===== config.mk =====
export PLATFORM = sky130hd
export DESIGN_NAME = imu_serial_frame_parser
export DESIGN_NICKNAME = d
export VERILOG_FILES = /design/src/isfp_pkg.sv /design/src/isfp_front.sv /design/src/isfp_queue.sv /design/src/isfp_back.sv /design/src/imu_serial_frame_parser.sv
export VERILOG_INCLUDE_DIRS = /design/src /design/src/src
export SDC_FILE = /design/constraint.sdc
export NUM_CORES = 2
export LEC_CHECK = 0
export BUFFER_PORTS_ARGS = -buffer_cell sky130_fd_sc_hd__buf_2
export CAP_MARGIN = 25
export CORE_MARGIN = 10
export CORE_UTILIZATION = 60
export DETAILED_ROUTE_END_ITERATION = 6
export PLACE_DENSITY_LB_ADDON = 0.2
export RECOVER_POWER = 25
export SYNTH_ARGS = -nofsm -noshare
export SYNTH_HDL_FRONTEND = slang
export SYNTH_SLANG_ARGS = --single-unit

===== constraint.sdc =====
create_clock -name clk -period 9.5 [get_ports clk]
set_input_delay 1.425 -clock clk [delete_from_list [all_inputs] [get_ports clk]]
set_output_delay 1.425 -clock clk [all_outputs]
set_load 0.1 [all_outputs]

===== src/imu_serial_frame_parser_macros.svh =====
// imu_serial_frame_parser_macros.svh: assertion macros for the frame parser
// expects signals named clk and rst in the module that uses them
`ifndef IMU_SERIAL_FRAME_PARSER_MACROS_SVH
`define IMU_SERIAL_FRAME_PARSER_MACROS_SVH

// property that must hold at every clock edge out of reset
`define ISFP_ASSERT_ALWAYS(lbl, prop, msg) \
  lbl: assert property (@(posedge clk) disable iff (rst) (prop)) else $error(msg);

// consequent must hold in the cycle after the antecedent
`define ISFP_ASSERT_NEXT(lbl, ante, cons, msg) \
  lbl: assert property (@(posedge clk) disable iff (rst) (ante) |=> (cons)) else $error(msg);

`endif


===== src/isfp_pkg.sv =====
// isfp_pkg: types and constants shared by the frame parser modules
// no dependencies
package isfp_pkg;

  localparam int FRAME_LEN = 11;
  localparam int HELD_LEN  = FRAME_LEN - 1;

  localparam logic [7:0] SYNC_BYTE  = 8'h55;
  localparam logic [7:0] TYPE_MASK  = 8'h50;
  localparam logic [7:0] TYPE_ACCEL = 8'h51;
  localparam logic [7:0] TYPE_GYRO  = 8'h52;
  localparam logic [7:0] TYPE_ANGLE = 8'h53;
  localparam logic [7:0] TYPE_MAG   = 8'h54;

  localparam logic [15:0] MAG_MUL = 16'd32768;

  // status codes
  localparam logic [2:0] ST_ACCEL    = 3'd0;
  localparam logic [2:0] ST_GYRO     = 3'd1;
  localparam logic [2:0] ST_ANGLE    = 3'd2;
  localparam logic [2:0] ST_MAG      = 3'd3;
  localparam logic [2:0] ST_OTHER    = 3'd4;
  localparam logic [2:0] ST_SYNC_ERR = 3'd5;

  // config register indexes
  localparam logic [1:0] REG_ACCEL_SCALE = 2'd0;
  localparam logic [1:0] REG_GYRO_SCALE  = 2'd1;
  localparam logic [1:0] REG_ANGLE_SCALE = 2'd2;

  localparam logic [15:0] ACCEL_SCALE_RST = 16'd16;
  localparam logic [15:0] GYRO_SCALE_RST  = 16'd2000;
  localparam logic [15:0] ANGLE_SCALE_RST = 16'd180;

  // classified frame handed from front to back
  typedef struct packed {
    logic [2:0]         status;
    logic [7:0]         frame_type;
    logic signed [15:0] raw_x;
    logic signed [15:0] raw_y;
    logic signed [15:0] raw_z;
    logic [15:0]        mul;
  } frame_rec_t;

  // result item as packed on the output stream
  typedef struct packed {
    logic [4:0]         pad;
    logic signed [31:0] value_z;
    logic signed [31:0] value_y;
    logic signed [31:0] value_x;
    logic [7:0]         frame_type;
    logic [2:0]         status;
  } result_t;

endpackage


===== src/isfp_front.sv =====
// isfp_front: byte window, frame check, classification and scale registers
// depends on isfp_pkg
module isfp_front
  import isfp_pkg::*;
(
  input  logic       clk,
  input  logic       rst,
  input  logic       s_tvalid,
  output logic       s_tready,
  input  logic [7:0] s_tdata,
  input  logic       cfg_we,
  input  logic [1:0] cfg_index,
  input  logic [15:0] cfg_data,
  output logic       push_valid,
  input  logic       push_ready,
  output frame_rec_t push_rec
);

  logic [7:0]  window [HELD_LEN];
  logic [3:0]  fill_count;
  logic [15:0] accel_scale;
  logic [15:0] gyro_scale;
  logic [15:0] angle_scale;
  logic        full_now;
  logic        fire;
  logic        frame_ok;
  logic [7:0]  sum;

  // a result comes out only when the tenth held byte is followed by one more
  assign full_now = (fill_count >= 4'(HELD_LEN));
  assign s_tready = !full_now || push_ready;
  assign fire     = s_tvalid && s_tready;

  // checksum over held bytes
  always_comb begin
    sum = 8'd0;
    for (int i = 0; i < HELD_LEN; i++) begin
      sum = sum + window[i];
    end
  end

  assign frame_ok = (window[0] == SYNC_BYTE) && ((window[1] & TYPE_MASK) == TYPE_MASK) &&
                    (sum == s_tdata);

  // classification
  always_comb begin
    push_rec.frame_type = window[1];
    push_rec.raw_x      = {window[3], window[2]};
    push_rec.raw_y      = {window[5], window[4]};
    push_rec.raw_z      = {window[7], window[6]};
    if (!frame_ok) begin
      push_rec.status = ST_SYNC_ERR;
      push_rec.mul    = 16'd0;
    end else begin
      unique case (window[1])
        TYPE_ACCEL: begin
          push_rec.status = ST_ACCEL;
          push_rec.mul    = accel_scale;
        end
        TYPE_GYRO: begin
          push_rec.status = ST_GYRO;
          push_rec.mul    = gyro_scale;
        end
        TYPE_ANGLE: begin
          push_rec.status = ST_ANGLE;
          push_rec.mul    = angle_scale;
        end
        TYPE_MAG: begin
          push_rec.status = ST_MAG;
          push_rec.mul    = MAG_MUL;
        end
        default: begin
          push_rec.status = ST_OTHER;
          push_rec.mul    = 16'd0;
        end
      endcase
    end
  end

  assign push_valid = fire && full_now;

  // fill count
  always_ff @(posedge clk) begin
    if (rst) begin
      fill_count <= 4'd0;
    end else if (fire) begin
      if (full_now) begin
        fill_count <= frame_ok ? 4'd0 : 4'(HELD_LEN);
      end else begin
        fill_count <= fill_count + 4'd1;
      end
    end
  end

  // held bytes: append, or slide by one on a failed check
  always_ff @(posedge clk) begin
    if (fire) begin
      for (int i = 0; i < HELD_LEN; i++) begin
        if (full_now) begin
          if (!frame_ok) begin
            window[i] <= (i == HELD_LEN - 1) ? s_tdata : window[(i + 1) % HELD_LEN];
          end
        end else if (fill_count == 4'(i)) begin
          window[i] <= s_tdata;
        end
      end
    end
  end

  // scale registers
  always_ff @(posedge clk) begin
    if (rst) begin
      accel_scale <= ACCEL_SCALE_RST;
      gyro_scale  <= GYRO_SCALE_RST;
      angle_scale <= ANGLE_SCALE_RST;
    end else if (cfg_we) begin
      priority case (cfg_index)
        REG_ACCEL_SCALE: accel_scale <= cfg_data;
        REG_GYRO_SCALE:  gyro_scale  <= cfg_data;
        REG_ANGLE_SCALE: angle_scale <= cfg_data;
        default: ;
      endcase
    end
  end

endmodule


===== src/isfp_queue.sv =====
// isfp_queue: short fifo of classified frames between front and back
// depends on isfp_pkg and the assertion macro header
`include "imu_serial_frame_parser_macros.svh"
module isfp_queue
  import isfp_pkg::*;
#(
  parameter int DEPTH = 2
) (
  input  logic       clk,
  input  logic       rst,
  input  logic       push_valid,
  output logic       push_ready,
  input  frame_rec_t push_rec,
  output logic       pop_valid,
  input  logic       pop_ready,
  output frame_rec_t pop_rec
);

  localparam int PtrW = (DEPTH > 1) ? $clog2(DEPTH) : 1;
  localparam int CntW = $clog2(DEPTH + 1);

  frame_rec_t          mem [DEPTH];
  logic [PtrW-1:0]     wr_ptr;
  logic [PtrW-1:0]     rd_ptr;
  logic [CntW-1:0]     count;
  logic                push;
  logic                pop;

  assign push_ready = (count != CntW'(DEPTH));
  assign pop_valid  = (count != '0);
  assign push       = push_valid && push_ready;
  assign pop        = pop_valid && pop_ready;
  assign pop_rec    = mem[rd_ptr];

  // storage
  always_ff @(posedge clk) begin
    if (push) begin
      mem[wr_ptr] <= push_rec;
    end
  end

  // pointers and count
  always_ff @(posedge clk) begin
    if (rst) begin
      wr_ptr <= '0;
      rd_ptr <= '0;
      count  <= '0;
    end else begin
      if (push) begin
        wr_ptr <= (wr_ptr == PtrW'(DEPTH - 1)) ? '0 : wr_ptr + 1'b1;
      end
      if (pop) begin
        rd_ptr <= (rd_ptr == PtrW'(DEPTH - 1)) ? '0 : rd_ptr + 1'b1;
      end
      if (push && !pop) begin
        count <= count + 1'b1;
      end else if (pop && !push) begin
        count <= count - 1'b1;
      end
    end
  end

  `ISFP_ASSERT_ALWAYS(a_count_bound, count <= CntW'(DEPTH), "queue count beyond depth")
  `ISFP_ASSERT_NEXT(a_pop_drops, pop && !push, count == $past(count) - 1'b1, "pop lost")
  `ISFP_ASSERT_NEXT(a_push_adds, push && !pop, count == $past(count) + 1'b1, "push lost")
  `ISFP_ASSERT_NEXT(a_rd_moves, pop, rd_ptr != $past(rd_ptr) || DEPTH == 1, "read pointer stuck")

endmodule


===== src/isfp_back.sv =====
// isfp_back: scales the three raw words and holds the result for the output
// depends on isfp_pkg
module isfp_back
  import isfp_pkg::*;
(
  input  logic       clk,
  input  logic       rst,
  input  logic       pop_valid,
  output logic       pop_ready,
  input  frame_rec_t pop_rec,
  output logic       m_tvalid,
  input  logic       m_tready,
  output result_t    m_res
);

  logic signed [32:0] prod_x;
  logic signed [32:0] prod_y;
  logic signed [32:0] prod_z;
  logic signed [16:0] mul_s;

  assign mul_s     = $signed({1'b0, pop_rec.mul});
  assign prod_x    = pop_rec.raw_x * mul_s;
  assign prod_y    = pop_rec.raw_y * mul_s;
  assign prod_z    = pop_rec.raw_z * mul_s;
  assign pop_ready = !m_tvalid || m_tready;

  // output valid
  always_ff @(posedge clk) begin
    if (rst) begin
      m_tvalid <= 1'b0;
    end else if (pop_ready) begin
      m_tvalid <= pop_valid;
    end
  end

  // output payload
  always_ff @(posedge clk) begin
    if (pop_ready && pop_valid) begin
      m_res.pad        <= '0;
      m_res.status     <= pop_rec.status;
      m_res.frame_type <= pop_rec.frame_type;
      m_res.value_x    <= prod_x[31:0];
      m_res.value_y    <= prod_y[31:0];
      m_res.value_z    <= prod_z[31:0];
    end
  end

endmodule


===== src/imu_serial_frame_parser.sv =====
// imu_serial_frame_parser: top level of the 11-byte imu frame parser
// depends on isfp_pkg, isfp_front, isfp_queue, isfp_back
//
// channel   dir  handshake          payload
// s_*       in   s_tvalid/s_tready  s_tdata[7:0] rx_byte
// m_*       out  m_tvalid/m_tready  m_tdata: status, frame_type, value_x/y/z
// cfg_*     in   cfg_we             cfg_index selects register, cfg_data value
//
// one byte per cycle is taken while s_tready is high; a completed frame is written into
// the queue on its last byte, then multiplied into the output register behind m_tvalid
// rst is synchronous and empties the byte window, the queue and the output
// the input stalls only on a frame-completing byte while the queue is full
// the output register and queue keep bytes flowing while m_tready is low, until the queue fills
module imu_serial_frame_parser
  import isfp_pkg::*;
#(
  parameter int QUEUE_DEPTH = 2
) (
  input  logic         clk,
  input  logic         rst,
  input  logic         s_tvalid,
  output logic         s_tready,
  input  logic [7:0]   s_tdata,   // [7:0] rx_byte
  output logic         m_tvalid,
  input  logic         m_tready,
  output logic [111:0] m_tdata,   // [2:0] status, [10:3] frame_type, [42:11] value_x,
                                  // [74:43] value_y, [106:75] value_z, rest zero
  input  logic         cfg_we,
  input  logic [1:0]   cfg_index,
  input  logic [15:0]  cfg_data
);

  logic       push_valid;
  logic       push_ready;
  frame_rec_t push_rec;
  logic       pop_valid;
  logic       pop_ready;
  frame_rec_t pop_rec;
  result_t    m_res;

  isfp_front u_front (
    .clk        (clk),
    .rst        (rst),
    .s_tvalid   (s_tvalid),
    .s_tready   (s_tready),
    .s_tdata    (s_tdata),
    .cfg_we     (cfg_we),
    .cfg_index  (cfg_index),
    .cfg_data   (cfg_data),
    .push_valid (push_valid),
    .push_ready (push_ready),
    .push_rec   (push_rec)
  );

  isfp_queue #(
    .DEPTH (QUEUE_DEPTH)
  ) u_queue (
    .clk        (clk),
    .rst        (rst),
    .push_valid (push_valid),
    .push_ready (push_ready),
    .push_rec   (push_rec),
    .pop_valid  (pop_valid),
    .pop_ready  (pop_ready),
    .pop_rec    (pop_rec)
  );

  isfp_back u_back (
    .clk       (clk),
    .rst       (rst),
    .pop_valid (pop_valid),
    .pop_ready (pop_ready),
    .pop_rec   (pop_rec),
    .m_tvalid  (m_tvalid),
    .m_tready  (m_tready),
    .m_res     (m_res)
  );

  assign m_tdata = m_res;

endmodule

# Word-level counts from Yosys, hierarchy flattened

Memories as Yosys holds them, arrays and structs flattened. A register that Yosys moved wholly into a read port is not among the register bits.
Index checks and enable logic that the tools add are counted.

Add/subtract/negate cells: 14
$mul: 3
Order comparisons: 1
Equal/unequal tests: 19
Multiplexer cells: 68
Bitwise gates (word level): 10
Reductions and logical operators: 21

Operators with widths:

| operator              | count |
|---|---|
| $mul A16 B17 Y32      | 3 |
| $mux W8               | 10 |
| $add A8 B8 Y8         | 9 |
| $pmux W16 S4          | 1 |
| $mux W1               | 50 |
| $eq A8 B7 Y1 const B  | 5 |
| $eq A4 B3 Y1 const B  | 4 |
| $mux W16              | 1 |
| $pmux W3 S4           | 1 |
| $or A1 B1 Y1          | 10 |
| $eq A4 B2 Y1 const B  | 2 |
| $eq A4 B4 Y1 const B  | 2 |
| $eq A8 B8 Y1          | 1 |
| $logic_and A1 B1 Y1   | 8 |
| $mux W4               | 2 |
| $reduce_and A2 Y1     | 3 |
| $add A4 B1 Y4 const B | 1 |
| $eq A2 B2 Y1 const B  | 2 |
| $eq A4 B1 Y1 const B  | 1 |
| $ge A4 B4 Y1 const B  | 1 |
| $logic_not A1 Y1      | 4 |
| $logic_not A4 Y1      | 1 |
| $mux W2               | 2 |
| $reduce_bool A2 Y1    | 2 |
| other kinds (8)       | 10 |

Bits in registers: 164
RAM bits: 230
Input port bits: 31
Output and inout port bits: 114
Word-level logic and storage cells: 151
Memories: 2

Memory list:

| name           | words | bits a word | read ports | clocked after Yosys merged registers in | wr ports | line             | text |
|---|---|---|---|---|---|---|---|
| u_queue.mem    | 2     | 75          | 1          | 1                                       | 1        | isfp_queue.sv:22 | `frame_rec_t mem [DEPTH];` |
| u_front.window | 10    | 8           | 10         | 0                                       | 10       | isfp_front.sv:19 | `logic [7:0] window [HELD_LEN];` |

# Logic depth before layout (Yosys ltp)

An unclocked memory read counts as a cell.

Depth in word-level cells: 17
Gate-level depth with buffers: 27
Mapped depth without buffers: 23

# Hierarchy

Synthesis repeated with hierarchy kept, for this count alone.

Cells, all modules: 4,124
Area, all modules: 42,866.1 sq um

By module, submodules not included:

| module     | instances | cells an instance | area an instance (sq um) | sequential area each (sq um) |
|---|---|---|---|---|
| isfp_back  | 1         | 3,219             | 29,831.1                 | 3,233.1 |
| isfp_front | 1         | 648               | 7,389.6                  | 3,443.3 |
| isfp_queue | 1         | 257               | 5,645.4                  | 4,604.4 |

# Least setup slack after synthesis

Ideal clock, no wire load.

Path kind: register to register
From: register u_front.fill_count[0]
To: memory u_queue.mem[0][0] (netlist bit), enable pin
Library setup time: 0.600 ns
Arrival time: 6.978 ns
Data required time: 8.900 ns
Slack: 1.923 ns
Stages on the path, launching flop included: 8
Buffers on the path: 0
Clock period less this slack: 7.577 ns
Path through: dfxtp_1 -> inv_1 -> ha_1 -> nor3_1 -> nand2b_1 -> or3b_2 -> nand2_1 -> nor3_1

Cells in the longest elaborated chain, start to end: 8

Ends and longest elaborated chain:

| item                          | line                          | text |
|---|---|---|
| start: declaration            | isfp_front.sv:20              | `logic [3:0] fill_count;` |
| start signal: assignment      | isfp_front.sv:88              | `fill_count <= frame_ok ? 4'd0 : 4'(HELD_LEN);` |
| start signal: assignment      | isfp_front.sv:90              | `fill_count <= fill_count + 4'd1;` |
| $ge A4 B4 Y1                  | isfp_front.sv:30              | `assign full_now = (fill_count >= 4'(HELD_LEN));` |
| $logic_not A1 Y1              | isfp_front.sv:31              | `assign s_tready = !full_now \|\| push_ready;` |
| $logic_or A1 B1 Y1            | isfp_front.sv:31              |  |
| named net s_tready            | imu_serial_frame_parser.sv:22 | `output logic s_tready,` |
| $logic_and A1 B1 Y1           | isfp_front.sv:32              | `assign fire = s_tvalid && s_tready;` |
| $logic_and A1 B1 Y1           | isfp_front.sv:80              | `assign push_valid = fire && full_now;` |
| $logic_and A1 B1 Y1           | isfp_queue.sv:31              | `assign push = push_valid && push_ready;` |
| $mux W1                       | isfp_queue.sv:37              | `if (push) begin` |
| $mux W1 (implied by the code) | isfp_queue.sv:38              | `mem[wr_ptr] <= push_rec;` |
| end: declaration              | isfp_queue.sv:22              |  |

The timed path passes the listed nets, and every way through them passes these cells.

==> report_table.html <==
<table>
<tr><th>Metric</th><th>Value</th></tr>
<tr><th colspan="2">Run status</th></tr>
<tr><td>Result of the run</td><td>finished, violations left</td></tr>
<tr><td>Violations in the final reports</td><td>max-capacitance violations, max-slew violations</td></tr>
<tr><th colspan="2">Timing</th></tr>
<tr><td>Period utilisation layout</td><td>87.2%</td></tr>
<tr><td>Worst slew pin tran</td><td>2.67 ns</td></tr>
<tr><td>Unrepaired setup endpoints after global routing</td><td>no</td></tr>
<tr><td>Setup skew after layout</td><td>0.0411 ns</td></tr>
<tr><td>Minimum clock period after layout</td><td>8.29 ns</td></tr>
<tr><td>Aggregate negative setup slack</td><td>0 ns</td></tr>
<tr><td>Fin. Hold Viols</td><td>0</td></tr>
<tr><td>Pins over their slew limit</td><td>113</td></tr>
<tr><td>Worst hold margin</td><td>0.455 ns</td></tr>
<tr><td>Max Fclk</td><td>121 MHz</td></tr>
<tr><td>Worst slew margin relative to its limit</td><td>-78.8%</td></tr>
<tr><td>Setup Viol. Count Final</td><td>0</td></tr>
<tr><th colspan="2">GRT</th></tr>
<tr><td>Number of global-route vias before repair</td><td>30.1k</td></tr>
<tr><td>Grt peak-use layer</td><td>met2</td></tr>
<tr><td>Met2 usage</td><td>41.7%</td></tr>
<tr><td>GR met1 Demand/Resource</td><td>35.4%</td></tr>
<tr><td>Largest net degree at the start of global routing</td><td>76</td></tr>
<tr><td>Global-route wire length before repair</td><td>168 mm</td></tr>
<tr><td>Leftover overflow at the end of global routing</td><td>0</td></tr>
<tr><td>Total routing resource utilization after global routing</td><td>26.4%</td></tr>
<tr><td>Global Route met3 Usage</td><td>6.25%</td></tr>
<tr><td>Initial antenna violation count</td><td>0</td></tr>
<tr><th colspan="2">Routing</th></tr>
<tr><td>First DRT Iteration DRCs</td><td>2332</td></tr>
<tr><td>Wire length reported by the detailed router</td><td>106 mm</td></tr>
<tr><td>Post-route DRC violation count</td><td>0</td></tr>
<tr><td>Remaining antenna violation count after routing</td><td>0</td></tr>
<tr><td>Average wire per cell in the routed design</td><td>20.5 um</td></tr>
<tr><td>Number of iterations in the first detailed-routing pass</td><td>6</td></tr>
<tr><td>Via Count</td><td>29.3k</td></tr>
<tr><td>Average vias per placed instance</td><td>5.67</td></tr>
<tr><th colspan="2">Placement</th></tr>
<tr><td>Placed Cells</td><td>5079</td></tr>
<tr><td>Count of buffers from port buffering</td><td>139</td></tr>
<tr><td>Post-DP HPWL</td><td>78.4 mm</td></tr>
<tr><td>Placer Congestion</td><td>0.934</td></tr>
<tr><th colspan="2">Synthesis</th></tr>
<tr><td>Share of async-settable or async-resettable flops after synthesis</td><td>0%</td></tr>
<tr><td>Number of instances in the synthesized netlist</td><td>4105</td></tr>
<tr><td>Number of distinct standard cells referenced by the synthesized netlist</td><td>79</td></tr>
<tr><td>Top cells by area, synth</td><td>sky130_fd_sc_hd__fa_1 (30%), sky130_fd_sc_hd__edfxtp_1 (24%), sky130_fd_sc_hd__ha_1 (11%)</td></tr>
<tr><td>Share of synthesized area occupied by flip-flops and latches</td><td>26.8%</td></tr>
<tr><td>Share of the synthesized area in the top cell type</td><td>30.1%</td></tr>
<tr><td>Flops &amp; latches, synth</td><td>395</td></tr>
<tr><td>Largest area contributor in the synthesized netlist</td><td>sky130_fd_sc_hd__fa_1</td></tr>
<tr><td>Most used DFF post-synth</td><td>sky130_fd_sc_hd__edfxtp_1</td></tr>
<tr><td>Syn Std Cell Area</td><td>42100 um^2</td></tr>
<tr><td>Total number of yosys warnings</td><td>0</td></tr>
<tr><td>Post-Synthesis Mean Instance Area</td><td>10.2 um^2</td></tr>
<tr><td>EDFF count, synth</td><td>337</td></tr>
<tr><th colspan="2">Final layout</th></tr>
<tr><td>Total number of nets in the final design</td><td>5219</td></tr>
<tr><td>Leading cell type in the layout, fill and taps excluded</td><td>sky130_fd_sc_hd__inv_1</td></tr>
<tr><td>Count of non-filler cells in the finished layout</td><td>5166</td></tr>
<tr><td>Final core utilization</td><td>65.3%</td></tr>
<tr><td>Share of final-layout standard cells stronger than drive strength 1</td><td>10.7%</td></tr>
<tr><td>Layout overhead on the synthesized area</td><td>8.27%</td></tr>
<tr><td>Number of inserted diodes</td><td>0</td></tr>
<tr><td>Commonest cells after routing, fill and taps aside</td><td>sky130_fd_sc_hd__inv_1 (794), sky130_fd_sc_hd__fa_1 (632), sky130_fd_sc_hd__nand2_1 (541)</td></tr>
<tr><th colspan="2">Clocking</th></tr>
<tr><td>CTS tree</td><td>done</td></tr>
<tr><td>Hold_buf cts</td><td>0</td></tr>
<tr><td>Latest clock arrival within the worst-skew pair</td><td>0.62 ns</td></tr>
<tr><td>CTS H-tree depth</td><td>2</td></tr>
<tr><td>TritonCTS Buffers</td><td>45</td></tr>
<tr><td>Root Buffer</td><td>sky130_fd_sc_hd__clkbuf_16</td></tr>
<tr><td>Clock sink count</td><td>395</td></tr>
<tr><td>Setup bufs post-CTS</td><td>0</td></tr>
<tr><td>Buffer levels on the longest clock path</td><td>3</td></tr>
<tr><td>Clock-pin slew on the worst setup and hold paths</td><td>0.07 ns</td></tr>
<tr><td>Post-cts gate resize count</td><td>0</td></tr>
<tr><th colspan="2">Floorplan</th></tr>
<tr><td>I/O Pins</td><td>145</td></tr>
<tr><td>Placeable core region</td><td>69800 um^2</td></tr>
<tr><td>Die X-Extent</td><td>285 um</td></tr>
<tr><td>Die Height</td><td>285 um</td></tr>
<tr><td>Initial Util</td><td>60.3%</td></tr>
<tr><td>Number of rows in the core area</td><td>97</td></tr>
<tr><td>Floorplan die area</td><td>81100 um^2</td></tr>
<tr><th colspan="2">Worst setup path</th></tr>
<tr><td>R2R Path End</td><td>u_back.m_res[74]</td></tr>
<tr><td>R2r setup slk</td><td>1.21 ns</td></tr>
<tr><td>Slowest stage delay, CP</td><td>0.76 ns</td></tr>
<tr><td>Worst EP arrival</td><td>8.64 ns</td></tr>
<tr><td>Critical-path maximum fanout</td><td>70</td></tr>
<tr><td>Most numerous cell on the critical path</td><td>sky130_fd_sc_hd__fa_1</td></tr>
<tr><td>Launching element type of the critical path</td><td>register</td></tr>
<tr><td>Cell count of the worst reg-to-reg path</td><td>21</td></tr>
<tr><td>Critical path required time</td><td>9.85 ns</td></tr>
<tr><td>Nature of the critical path endpoint</td><td>register</td></tr>
<tr><td>Cells along the critical path</td><td>buf_12, buf_4, mux2i_1, nor2_1, fa_1, fa_1, fa_1, fa_1, fa_1, inv_1, fa_1, inv_1, ha_1, a2111oi_0, o211ai_1, a21oi_1, o21ai_0, a31oi_1, nand2_1, a31oi_1, xnor2_1</td></tr>
<tr><td>Critical-path top delay cell</td><td>sky130_fd_sc_hd__dfxtp_4</td></tr>
<tr><td>Crit path kind</td><td>register to register</td></tr>
<tr><th colspan="2">Hold path</th></tr>
<tr><td>Hold Startpoint</td><td>u_front.accel_scale[11]</td></tr>
<tr><td>Worst hold endpoint</td><td>u_front.accel_scale[11]</td></tr>
<tr><td>Min-delay worst type</td><td>register to register</td></tr>
<tr><td>Cell depth of the worst hold path</td><td>2</td></tr>
<tr><th colspan="2">Job</th></tr>
<tr><td>Max-cap check violation count</td><td>2</td></tr>
</table>
-- stage by stage --
| stage | setup slack (ns) | area [um^2] |
|---|---|---|
| finish | 1.21 | 45600 |
| detailed placement | 1.38 | 43800 |
| CTS | 1.32 | 45500 |
| floorplan | 1.92 | 42100 |
| global route | 0.820 | 45600 |
| global placement | 1.69 | 43800 |
-- cell usage after synthesis (16+ instances only) --
| cell | n |
|---|---|
| sky130_fd_sc_hd__a211oi_1 | 18 |
| sky130_fd_sc_hd__a21o_1 | 24 |
| sky130_fd_sc_hd__a21oi_1 | 114 |
| sky130_fd_sc_hd__a22oi_1 | 17 |
| sky130_fd_sc_hd__clkbuf_1 | 127 |
| sky130_fd_sc_hd__dfxtp_1 | 58 |
| sky130_fd_sc_hd__edfxtp_1 | 337 |
| sky130_fd_sc_hd__fa_1 | 632 |
| sky130_fd_sc_hd__ha_1 | 367 |
| sky130_fd_sc_hd__inv_1 | 795 |
| sky130_fd_sc_hd__mux2_2 | 137 |
| sky130_fd_sc_hd__mux2i_1 | 58 |
| sky130_fd_sc_hd__nand2_1 | 541 |
| sky130_fd_sc_hd__nand2b_1 | 20 |
| sky130_fd_sc_hd__nor2_1 | 428 |
| sky130_fd_sc_hd__nor3_1 | 18 |
| sky130_fd_sc_hd__o21a_1 | 16 |
| sky130_fd_sc_hd__o21ai_0 | 49 |
| sky130_fd_sc_hd__or2_2 | 19 |
| sky130_fd_sc_hd__xnor2_1 | 93 |
| sky130_fd_sc_hd__xor2_1 | 22 |
-- logic make-up (layout without fill, tap and decap cells) --
family / Yosys count / after routing / share of synthesized area (%)
AND/OR/NAND/NOR: 1133 / 1133 / 11.2
adder cells (fa/ha/maj): 999 / 999 / 41.0
buffers and inverters: 952 / 1069 / 8.66
flip-flops: 395 / 395 / 26.8
AO/OA/AOI/OAI: 313 / 313 / 4.76
multiplexers: 195 / 195 / 5.05
XOR/XNOR: 117 / 117 / 2.49
other: 1 / 5 / 0.00891
-- routing by layer --
metal	wire [um]	vias to the layer above	part of all wire [%]
met1	41500	14600	39
met2	48300	1365	46
met3	11200	292	11
met4	4840	0	4.6
li1	-	13100	-
met5	0	-	0
-- registers in the layout, summed over array words and instances (netlist names), named ones only --
register	flops
u_queue.wr_ptr	1
u_back.m_tvalid	1
u_front.window	80
u_back.m_res	107
u_front.gyro_scale	16
u_queue.count	2
u_front.accel_scale	16
u_front.fill_count	4
u_front.angle_scale	16
u_queue.rd_ptr	1
u_queue.mem	150
-- critical path, delay by kind of cell (launching register included) --
family | cells | cell delay, ns
adders and majority gates | 7 | 3.37
AOI/OAI and AO/OA | 6 | 1.74
buffers and inverters | 4 | 0.95
DFF | 1 | 0.76
muxes | 1 | 0.76
and+or+nand+nor | 2 | 0.28
xor gates and xnor gates | 1 | 0.08
-- cell type report --
type                            count  area, um^2
Multi-Input combinational cell   2762       27300
Fill cell                        5566       24200
Sequential cell                   395       11300
Inverter                          795        2990
Tap cell                          940        1180
Clock buffer                       46        1140
Timing Repair Buffer              190        1120
Clock inverter                     38         553
-- how the worst max path moves through the flow --
stage,from,slack (ns),depth (start not counted),endpoint
floorplan,u_front.fill_count[0],1.92,7,u_queue.mem[0][0]
global placement,register,1.69,21,u_back.m_res[74]
detailed placement,register,1.38,21,u_back.m_res[74]
CTS,register,1.32,21,u_back.m_res[74]
global route,register,0.82,21,u_back.m_res[74]
finish,register,1.21,21,u_back.m_res[74]
Power is left out: the tool's default activity adds up to more than one toggle a clock period on the data nets, which glitch-free logic cannot reach.
